[src/sv/wsc_iap_pkg.sv]
package wsc_iap_pkg;

	localparam int RESULT_DEPTH = 4;
	localparam int KNOWN_TYPES = 20;

	localparam logic [2:0] PH_HEADER = 3'd0;
	localparam logic [2:0] PH_OUI = 3'd1;
	localparam logic [2:0] PH_TYPE = 3'd2;
	localparam logic [2:0] PH_LEN = 3'd3;
	localparam logic [2:0] PH_DATA = 3'd4;
	localparam logic [2:0] PH_SKIP = 3'd5;

	localparam logic [1:0] DEC_U16 = 2'd0;
	localparam logic [1:0] DEC_U8 = 2'd1;
	localparam logic [1:0] DEC_FLAG = 2'd2;
	localparam logic [1:0] DEC_NONE = 2'd3;

	localparam logic KIND_ATTR = 1'b0;
	localparam logic KIND_STATUS = 1'b1;

	localparam logic [1:0] ST_COMPLETE = 2'd0;
	localparam logic [1:0] ST_NO_OUI = 2'd1;
	localparam logic [1:0] ST_OVERRUN = 2'd2;

	localparam logic [7:0] WSC_OUI [4] = '{8'h00, 8'h50, 8'hF2, 8'h04};

	localparam logic [15:0] KNOWN_TYPE [KNOWN_TYPES] = '{
		16'h1002, 16'h1008, 16'h1009, 16'h1011, 16'h1012, 16'h1021, 16'h1023,
		16'h1024, 16'h103A, 16'h103B, 16'h103C, 16'h1041, 16'h1042, 16'h1044,
		16'h1047, 16'h1048, 16'h104A, 16'h1053, 16'h1054, 16'h1057
	};

	localparam logic [1:0] TYPE_DECODE [KNOWN_TYPES] = '{
		DEC_U16, DEC_U16, DEC_U16, DEC_NONE, DEC_U16, DEC_NONE, DEC_NONE,
		DEC_NONE, DEC_U8, DEC_U8, DEC_U8, DEC_FLAG, DEC_NONE, DEC_U8,
		DEC_NONE, DEC_NONE, DEC_U8, DEC_U16, DEC_NONE, DEC_FLAG
	};

	typedef struct packed {
		logic hit;
		logic [4:0] code;
		logic [1:0] dec;
	} lookup_t;

	typedef struct packed {
		logic kind;
		logic [4:0] code;
		logic [15:0] offset;
		logic [15:0] length;
		logic [15:0] value;
		logic [1:0] status;
		logic last;
	} result_t;

	typedef struct packed {
		logic [1:0] cnt;
		result_t r0;
		result_t r1;
	} push_t;

	function automatic lookup_t type_lookup(input logic [15:0] t);
		lookup_t l;
		l = '{hit: 1'b0, code: 5'd0, dec: DEC_NONE};
		for (int i = 0; i < KNOWN_TYPES; i++) begin
			if (t == KNOWN_TYPE[i]) begin
				l.hit = 1'b1;
				l.code = 5'(i);
				l.dec = TYPE_DECODE[i];
			end
		end
		return l;
	endfunction

endpackage

[src/sv/wsc_iap_core.sv]
module wsc_iap_core (
	input logic clk,
	input logic arst_n,
	input logic in_valid,
	output logic in_ready,
	input logic [7:0] in_byte,
	input logic in_last,
	input logic room,
	output wsc_iap_pkg::push_t push
);

	logic valid_s1;
	logic [7:0] byte_s1;
	logic last_s1;
	logic adv;

	logic [15:0] pos_q, n_pos;
	logic [2:0] phase_q, n_phase;
	logic oui_q, n_oui;
	logic [15:0] type_q, n_type;
	logic [15:0] len_q, n_len;
	logic [15:0] left_q, n_left;
	logic [15:0] vc_q, n_vc;
	logic [15:0] rs_q, n_rs;

	logic fin;
	logic [1:0] oui_idx;
	logic [15:0] len_full;
	logic [15:0] done_cnt;
	logic [1:0] status;
	logic [15:0] value;
	wsc_iap_pkg::lookup_t lk;
	wsc_iap_pkg::result_t attr_r;
	wsc_iap_pkg::result_t stat_r;

	assign adv = valid_s1 && room;
	assign in_ready = !valid_s1 || adv;

	always_ff @(posedge clk or negedge arst_n) begin
		if (!arst_n) begin
			valid_s1 <= 1'b0;
		end else if (in_ready) begin
			valid_s1 <= in_valid;
		end
	end

	always_ff @(posedge clk) begin
		if (in_ready && in_valid) begin
			byte_s1 <= in_byte;
			last_s1 <= in_last;
		end
	end

	assign oui_idx = pos_q[1:0] - 2'd2;
	assign len_full = {len_q[15:8], byte_s1};
	assign done_cnt = len_q - left_q;

	always_comb begin
		n_pos = (pos_q != 16'hFFFF) ? pos_q + 16'd1 : pos_q;
		n_phase = phase_q;
		n_oui = oui_q;
		n_type = type_q;
		n_len = len_q;
		n_left = left_q;
		n_vc = vc_q;
		n_rs = rs_q;
		fin = 1'b0;
		unique case (phase_q)
			wsc_iap_pkg::PH_HEADER: begin
				if (pos_q != 16'd0) begin
					n_phase = wsc_iap_pkg::PH_OUI;
				end
			end
			wsc_iap_pkg::PH_OUI: begin
				if (byte_s1 != wsc_iap_pkg::WSC_OUI[oui_idx]) begin
					n_oui = 1'b0;
				end
				if (pos_q >= 16'd5) begin
					n_phase = n_oui ? wsc_iap_pkg::PH_TYPE : wsc_iap_pkg::PH_SKIP;
				end
			end
			wsc_iap_pkg::PH_TYPE: begin
				if (left_q == 16'd0) begin
					n_rs = pos_q;
					n_type = {byte_s1, 8'h00};
					n_left = 16'd1;
				end else begin
					n_type = {type_q[15:8], byte_s1};
					n_left = 16'd0;
					n_phase = wsc_iap_pkg::PH_LEN;
				end
			end
			wsc_iap_pkg::PH_LEN: begin
				if (left_q == 16'd0) begin
					n_len = {byte_s1, 8'h00};
					n_left = 16'd1;
				end else begin
					n_len = len_full;
					n_vc = 16'd0;
					if (len_full == 16'd0) begin
						n_left = 16'd0;
						n_phase = wsc_iap_pkg::PH_TYPE;
						fin = 1'b1;
					end else begin
						n_left = len_full;
						n_phase = wsc_iap_pkg::PH_DATA;
					end
				end
			end
			wsc_iap_pkg::PH_DATA: begin
				if (done_cnt == 16'd0) begin
					n_vc = {byte_s1, 8'h00};
				end else if (done_cnt == 16'd1) begin
					n_vc = {vc_q[15:8], byte_s1};
				end
				n_left = left_q - 16'd1;
				if (left_q == 16'd1) begin
					n_phase = wsc_iap_pkg::PH_TYPE;
					fin = 1'b1;
				end
			end
			default: begin
			end
		endcase
	end

	assign lk = wsc_iap_pkg::type_lookup(type_q);

	always_comb begin
		unique case (lk.dec)
			wsc_iap_pkg::DEC_U16: value = n_vc;
			wsc_iap_pkg::DEC_U8: value = {8'h00, n_vc[15:8]};
			wsc_iap_pkg::DEC_FLAG: value = {15'd0, |n_vc[15:8]};
			default: value = 16'd0;
		endcase
	end

	always_comb begin
		priority if (!n_oui || n_phase == wsc_iap_pkg::PH_HEADER
			|| n_phase == wsc_iap_pkg::PH_OUI || n_phase == wsc_iap_pkg::PH_SKIP) begin
			status = wsc_iap_pkg::ST_NO_OUI;
		end else if (n_phase == wsc_iap_pkg::PH_TYPE && n_left == 16'd0) begin
			status = wsc_iap_pkg::ST_COMPLETE;
		end else begin
			status = wsc_iap_pkg::ST_OVERRUN;
		end
	end

	always_comb begin
		attr_r = '0;
		attr_r.kind = wsc_iap_pkg::KIND_ATTR;
		attr_r.code = lk.code;
		attr_r.offset = rs_q + 16'd4;
		attr_r.length = n_len;
		attr_r.value = value;
		attr_r.status = wsc_iap_pkg::ST_COMPLETE;
		attr_r.last = !last_s1;
		stat_r = '0;
		stat_r.kind = wsc_iap_pkg::KIND_STATUS;
		stat_r.status = status;
		stat_r.last = 1'b1;
		push.r0 = stat_r;
		push.r1 = stat_r;
		push.cnt = 2'd0;
		if (adv) begin
			if (fin && lk.hit) begin
				push.r0 = attr_r;
				push.cnt = last_s1 ? 2'd2 : 2'd1;
			end else begin
				push.cnt = last_s1 ? 2'd1 : 2'd0;
			end
		end
	end

	always_ff @(posedge clk or negedge arst_n) begin
		if (!arst_n) begin
			pos_q <= 16'd0;
			phase_q <= wsc_iap_pkg::PH_HEADER;
			oui_q <= 1'b1;
			type_q <= 16'd0;
			len_q <= 16'd0;
			left_q <= 16'd0;
			vc_q <= 16'd0;
			rs_q <= 16'd0;
		end else if (adv) begin
			if (last_s1) begin
				pos_q <= 16'd0;
				phase_q <= wsc_iap_pkg::PH_HEADER;
				oui_q <= 1'b1;
				type_q <= 16'd0;
				len_q <= 16'd0;
				left_q <= 16'd0;
				vc_q <= 16'd0;
				rs_q <= 16'd0;
			end else begin
				pos_q <= n_pos;
				phase_q <= n_phase;
				oui_q <= n_oui;
				type_q <= n_type;
				len_q <= n_len;
				left_q <= n_left;
				vc_q <= n_vc;
				rs_q <= n_rs;
			end
		end
	end

`ifndef SYNTHESIS
	a_reset_after_last: assert property (@(posedge clk) disable iff (!arst_n)
		adv && last_s1 |=> phase_q == wsc_iap_pkg::PH_HEADER && pos_q == 16'd0)
		else $error("parser state not cleared after final byte");
	a_two_only_at_end: assert property (@(posedge clk) disable iff (!arst_n)
		push.cnt == 2'd2 |-> last_s1 && push.r1.kind == wsc_iap_pkg::KIND_STATUS)
		else $error("two results without an end-of-element status");
	a_data_has_bytes: assert property (@(posedge clk) disable iff (!arst_n)
		phase_q == wsc_iap_pkg::PH_DATA |-> left_q != 16'd0)
		else $error("data phase with no bytes left");
`endif

endmodule

[src/sv/wsc_iap_fifo.sv]
module wsc_iap_fifo #(
	parameter int DEPTH = wsc_iap_pkg::RESULT_DEPTH
) (
	input logic clk,
	input logic arst_n,
	input wsc_iap_pkg::push_t push,
	output logic room,
	output logic out_valid,
	input logic out_ready,
	output wsc_iap_pkg::result_t out_data
);

	localparam int PW = (DEPTH > 2) ? $clog2(DEPTH) : 1;
	localparam int CW = $clog2(DEPTH + 1);

	wsc_iap_pkg::result_t mem [DEPTH];
	logic [PW-1:0] rd_q;
	logic [PW-1:0] wr_q;
	logic [PW-1:0] wr1;
	logic [CW-1:0] count_q;
	logic pop;

	function automatic logic [PW-1:0] ptr_inc(input logic [PW-1:0] p);
		return (p == PW'(DEPTH - 1)) ? '0 : p + 1'b1;
	endfunction

	assign wr1 = ptr_inc(wr_q);
	assign pop = out_valid && out_ready;
	assign out_valid = count_q != '0;
	assign out_data = mem[rd_q];
	assign room = count_q <= CW'(DEPTH - 2);

	always_ff @(posedge clk) begin
		if (push.cnt != 2'd0) begin
			mem[wr_q] <= push.r0;
		end
		if (push.cnt == 2'd2) begin
			mem[wr1] <= push.r1;
		end
	end

	always_ff @(posedge clk or negedge arst_n) begin
		if (!arst_n) begin
			rd_q <= '0;
			wr_q <= '0;
			count_q <= '0;
		end else begin
			if (pop) begin
				rd_q <= ptr_inc(rd_q);
			end
			if (push.cnt == 2'd1) begin
				wr_q <= wr1;
			end else if (push.cnt == 2'd2) begin
				wr_q <= ptr_inc(wr1);
			end
			count_q <= count_q + CW'(push.cnt) - CW'(pop);
		end
	end

`ifndef SYNTHESIS
	a_no_overflow: assert property (@(posedge clk) disable iff (!arst_n)
		count_q <= CW'(DEPTH))
		else $error("result queue overflow");
	a_pop_only: assert property (@(posedge clk) disable iff (!arst_n)
		push.cnt == 2'd0 && pop |=> count_q == $past(count_q) - 1'b1)
		else $error("result count wrong after a pop");
`endif

endmodule

[src/sv/wsc_iap_attribute_parser_top_unused_placeholder.sv]
module wsc_iap_check (
	input logic clk,
	input logic arst_n,
	input logic m_tvalid,
	input logic m_tready,
	input logic m_tlast,
	input logic m_tuser
);

	logic open_q;

	always_ff @(posedge clk or negedge arst_n) begin
		if (!arst_n) begin
			open_q <= 1'b0;
		end else if (m_tvalid && m_tready) begin
			open_q <= !m_tlast;
		end
	end

`ifndef SYNTHESIS
	a_status_closes: assert property (@(posedge clk) disable iff (!arst_n)
		m_tvalid && m_tuser |-> m_tlast)
		else $error("status transaction without last");
	a_hold: assert property (@(posedge clk) disable iff (!arst_n)
		m_tvalid && !m_tready |=> m_tvalid)
		else $error("result transaction withdrawn");
	a_last_attr: assert property (@(posedge clk) disable iff (!arst_n)
		m_tvalid && open_q |-> m_tuser)
		else $error("status transaction missing after a final attribute");
`endif

endmodule

[src/sv/wsc_ie_attribute_parser.sv]
// Parses one WSC vendor information element streamed one byte per transaction on s_*, with
// tlast on the final byte. Every known attribute record yields one transaction on m_* when its
// last data byte (or, for a zero-length record, its second length byte) arrives, and the final
// byte adds a status transaction with tuser high; tlast marks the last transaction of a byte.
// One byte is accepted per cycle while the result queue has room. Each accepted byte first waits
// in the input register while the parser works on it, and its results are then written into a
// small queue that drives m_* directly. Input stalls only when that queue holds more than
// FIFO_DEPTH - 2 results, so at the default FIFO_DEPTH only a stalled master side slows the
// input.
module wsc_ie_attribute_parser #(
	parameter int FIFO_DEPTH = wsc_iap_pkg::RESULT_DEPTH
) (
	input logic clk,
	input logic arst_n,
	input logic s_tvalid,
	output logic s_tready,
	input logic [7:0] s_tdata, // ie_byte
	input logic s_tlast, // end_of_element
	output logic m_tvalid,
	input logic m_tready,
	// attribute_code, data_offset, record_length, attribute_value, parse_status, zero pad
	output logic [55:0] m_tdata,
	output logic m_tlast, // last_result
	output logic m_tuser // result_kind
);

	wsc_iap_pkg::push_t push;
	wsc_iap_pkg::result_t res;
	logic room;

	wsc_iap_core u_core (
		.clk(clk),
		.arst_n(arst_n),
		.in_valid(s_tvalid),
		.in_ready(s_tready),
		.in_byte(s_tdata),
		.in_last(s_tlast),
		.room(room),
		.push(push)
	);

	wsc_iap_fifo #(
		.DEPTH(FIFO_DEPTH)
	) u_fifo (
		.clk(clk),
		.arst_n(arst_n),
		.push(push),
		.room(room),
		.out_valid(m_tvalid),
		.out_ready(m_tready),
		.out_data(res)
	);

	wsc_iap_check u_check (
		.clk(clk),
		.arst_n(arst_n),
		.m_tvalid(m_tvalid),
		.m_tready(m_tready),
		.m_tlast(m_tlast),
		.m_tuser(m_tuser)
	);

	assign m_tdata = {1'b0, res.status, res.value, res.length, res.offset, res.code};
	assign m_tlast = res.last;
	assign m_tuser = res.kind;

endmodule

[config.mk]
export PLATFORM = sky130hd
export DESIGN_NAME = wsc_ie_attribute_parser
export DESIGN_NICKNAME = d
export VERILOG_FILES = /design/src/sv/wsc_iap_pkg.sv /design/src/sv/wsc_iap_core.sv /design/src/sv/wsc_iap_fifo.sv /design/src/sv/wsc_iap_attribute_parser_top_unused_placeholder.sv /design/src/sv/wsc_ie_attribute_parser.sv
export SDC_FILE = /design/constraint.sdc
export NUM_CORES = 1
export LEC_CHECK = 0
export ABC_AREA = 0
export BUFFER_PORTS_ARGS = -buffer_cell sky130_fd_sc_hd__buf_2
export CAP_MARGIN = 20
export CELL_PAD_IN_SITES_DETAIL_PLACEMENT = 0
export CELL_PAD_IN_SITES_GLOBAL_PLACEMENT = 2
export CORE_MARGIN = 2
export CORE_UTILIZATION = 36
export DETAILED_ROUTE_END_ITERATION = 12
export GPL_TIMING_DRIVEN = 0
export PLACE_DENSITY_LB_ADDON = 0.1
export REMOVE_ABC_BUFFERS = 1
export SLEW_MARGIN = 15
export SYNTH_ARGS = -nofsm -noshare
export SYNTH_HDL_FRONTEND = slang
export SYNTH_SLANG_ARGS = --single-unit
[constraint.sdc]
create_clock -name clk -period 3.9 [get_ports clk]
set_clock_uncertainty 0.1 [all_clocks]
set_input_delay 0.39 -clock clk [delete_from_list [all_inputs] [get_ports clk]]
set_output_delay 0.39 -clock clk [all_outputs]
set_load 0.03 [all_outputs]
==> results.md <==
- Syn Std Cell Area: 17,200 um^2
- Met3 WL: 2740 um
- # DRC: 0
- DRT Wirelength: 58,000 um
- Dominant synthesized flop cell: dfxtp_1
- Slowest CP cell: or4_4
- Max frequency: 241 MHz
- Compound-Gate Fraction of Synth Area: 0.198
- Failing checks: setup timing
- EDFF count, synth: 17
- Wl on met1: 27,900 um
- Initial antenna violation count: 0
- FILL cells: 4,678
- CP Launch Point: u_core.left_q[0]$_DFFE_PN0P_
- I/O pin count: 73
- Multi-input logic area: 9840 um^2
- Reg area: 7650 um^2
- Final setup TNS: -9.45 ns
- Chip width: 223 um
- Synth Area in Simple Gates: 0.187
- Final setup violation count: 70
- Initial Util: 0.363
- Pre-antenna DRT Iters: 5
- Sequential Power Share: 0.274
- DR WL met2: 26,200 um
- Die ar.: 49,500 um^2
- Leak: 8.20 nW
- Worst slew pin tran: 0.968 ns
- Max Used Layer: met4
- Final Hold Fails: 0
- Most common cell after layout, fill and taps aside: nand2_1
- Final net count: 2,042
- Core area: 47,400 um^2
- Maximum VDD drop: 0.00100 V
- Die height: 223 um
- Largest family of logic cells by synthesized area: compound AO/OA/AOI/OAI gates
- First-pass GRT wire length: 88,800 um
- Setup WS post-layout: -0.250 ns
- Vias in the first global route: 14.5k
- Startpoint Class: flop
- Sequential fraction of the synthesis area: 0.443
- CP required: 4.28 ns
- Async set-reset flop share out of synthesis: 0.313
- Clock power frac: 0.249
- CTS Sinks: 345
- XOR/XNOR Fraction of Synth Area: 0.0178
- Most common cell on crit path: or4_4
- Drt first-iter violations: 1,044
- Post-DP HPWL: 38,800 um
- Final critical-path share of the clock period: 1.06
- CTS tree: yes
- Num CTS Buffers: 42
- Status: complete, but fails checks
- MaxCap Viol Count: 0
- Hold_sp: m_tready
- Commonest non-fill, non-tap cells in the layout: nand2_1, dfxtp_1, o21ai_0, nor2_1, dfrtp_1
- Reg-to-reg startpoint: u_core.left_q[0]$_DFFE_PN0P_
- Crit-path cells: ha_4 > fa_2 > nand2b_4 > a21oi_4 > o22ai_2 > mux2_4 > or4_4 > or4_4 > nor4_4 > buf_6 > buf_12 > nor2_4 > a22oi_2 > nand4_1 > a32o_1
- Largest net degree at the start of global routing: 56
- CTS clock-pin slew for the worst setup and hold paths: 0.06 ns
- Setup CP Type: flop to flop
- All-Layer GR Usage: 0.231
- Wire per inst: 22.0 um
- ANT nets after route: 0
- P&R area growth vs syn: 25.2%
- Layout cell share with drive strength beyond 1: 0.243
- Global route overflow: 0
- Final Cell Area: 21,500 um^2
- Pwr dens: 748 nW/um^2
- Share of the core filled with cells: 0.454
- Row Count: 80
- Syn Inst Count: 1,883
- P_int: 9.41 mW
- Worst-path fanout max: 4
- Worst hold path class: primary input to flop
- Yosys warns: 0
- Combinational share of power: 0.477
- Minimum clock period: 4.15 ns
- Slew HR: 0.355
- I/O Buffers: 71
- Via count: 14.7k
- DP Area: 18,400 um^2
- Clk Tree Root Cell: clkbuf_16
- Via density per instance: 5.58
- GP Congestion: 0.837
- RSZ-0062 raised after global routing: true
- CP Data Arrival Time: 4.53 ns
- Skew-Pair Late Insertion Delay: 0.58 ns
- P_sw: 6.69 mW
- Switching Fraction: 0.416
- Post-synthesis register bit count: 345
- Crit path capture type: flop
- Htree depth: 2
- Adder-Cell Fraction of Synth Area: 0.0285
- Final Slew Violations: 0
- ANT cells: 0
- Post-synthesis mux area share: 0.0842
- Avg Inst Size Synth: 9.14 um^2
- Slowest stage delay, CP: 0.52 ns
- Power, Total: 16.1 mW
- Synth unique cells: 98
- Hold Slack: 0.145 ns
- Maximum root-to-sink buffer count: 3
-- Yosys cell counts (all sizes together), types with 13 or more instances --
master | instances | area [um^2]
buf | 16 | 83.8
edfxtp | 17 | 510
o21ai | 276 | 1380
nand3 | 29 | 145
mux4 | 57 | 1280
dfrtp | 107 | 2680
ha | 36 | 450
a22oi | 20 | 160
nor2 | 98 | 380
a21o | 13 | 97.6
nor4 | 20 | 153
nand2 | 361 | 1360
nor3 | 40 | 205
inv | 47 | 176
a21oi | 57 | 297
a22o | 62 | 546
o22ai | 18 | 113
clkbuf | 104 | 440
dfxtp | 220 | 4400
xnor2 | 23 | 201
nand2b | 31 | 196
-- routing by layer --
metal / vias to the layer above / global-route usage
met5: - / 0
met4: 0 / 0.0559
met3: 74 / 0.0438
met2: 335 / 0.361
met1: 7269 / 0.330
li1: 7039 / -
-- stage by stage --
step	setup slack, ns	std cells
6_report	-0.250	2638
2_1_floorplan	-1.70	1762
3_5_place_dp	-2.38	2469
5_1_grt	-0.388	2638
4_1_cts	-0.466	2600
3_3_place_gp	-6.69	2448
-- area by class of cell --
class                           count  area share
Clock buffer                       55      0.0534
Clock inverter                     21      0.0120
Timing Repair Buffer              182      0.0782
Tap cell                          615      0.0357
Multi-Input combinational cell   1373       0.457
Sequential cell                   345       0.355
Inverter                           47     0.00865
-- power groups by stage --
stage | Combinational (mW) | Sequential [mW] | Clock [mW]
after detailed placement | 6.08 | 4.48 | 0
after global placement | 5.66 | 4.67 | 0
after floorplan | 4.05 | 4.37 | 0
after global routing | 8.24 | 4.47 | 4.24
final | 7.68 | 4.42 | 4.01
after CTS | 7.22 | 4.42 | 4.11
-- worst paths after layout --
path,slack [ns],cells past startpoint,end
setup / recovery,-0.25,15,u_fifo.mem[0][3]$_SDFFE_PP0N_
hold / removal,0.14,3,u_fifo.rd_q[0]$_DFFE_PN0P_
setup reg to reg,-0.25,15,u_fifo.mem[0][3]$_SDFFE_PP0N_
hold reg to reg,0.35,2,u_fifo.mem[0][8]$_SDFFE_PP0N_
max in group asynchronous,2.70,3,u_core.left_q[6]$_DFFE_PN0P_
min in group asynchronous,0.29,2,u_fifo.rd_q[0]$_DFFE_PN0P_
-- sequential cells by signal, summed over array words and instances, names as in the netlist --
| name | cells |
|---|---|
| u_fifo.mem | 228 |
| u_core.left_q | 16 |
| u_core.len_q | 16 |
| u_core.pos_q | 16 |
| u_core.rs_q | 16 |
| u_core.type_q | 16 |
| u_core.vc_q | 16 |
| u_core.byte_s1 | 8 |
| u_core.phase_q | 3 |
| u_fifo.count_q | 3 |
| u_fifo.rd_q | 2 |
| u_fifo.wr_q | 2 |
| u_core.last_s1 | 1 |
| u_core.oui_q | 1 |
| u_core.valid_s1 | 1 |
-- kinds of logic after synthesis --
group                      after synthesis
AOI/OAI and AO/OA                      538
xor gates and xnor gates                35
adders and majority gates               38
buffers and inverters                  168
DFF                                    345
muxes                                   72
other                                    1
and+or+nand+nor                        686
-- critical path: cells and delay by family, from the launching register on --
kind | cells | cell delay (ns)
AND/OR/NAND/NOR | 6 | 1.60
AO/OA/AOI/OAI | 4 | 0.78
multiplexers | 1 | 0.32
flip-flops | 1 | 0.44
adder cells (fa/ha/maj) | 2 | 0.53
buffers and inverters | 2 | 0.27
-- what timing repair did --
item                       in CTS  in global routing
hold buffers                   11                  0
hold endpoints to repair       63                  0
setup buffers                  42                 38
pin swaps                      65                 33
setup endpoints to repair     257                247
gates cloned                    3                  3
resized for setup             174                103
Power figures use the tool's default switching activity.
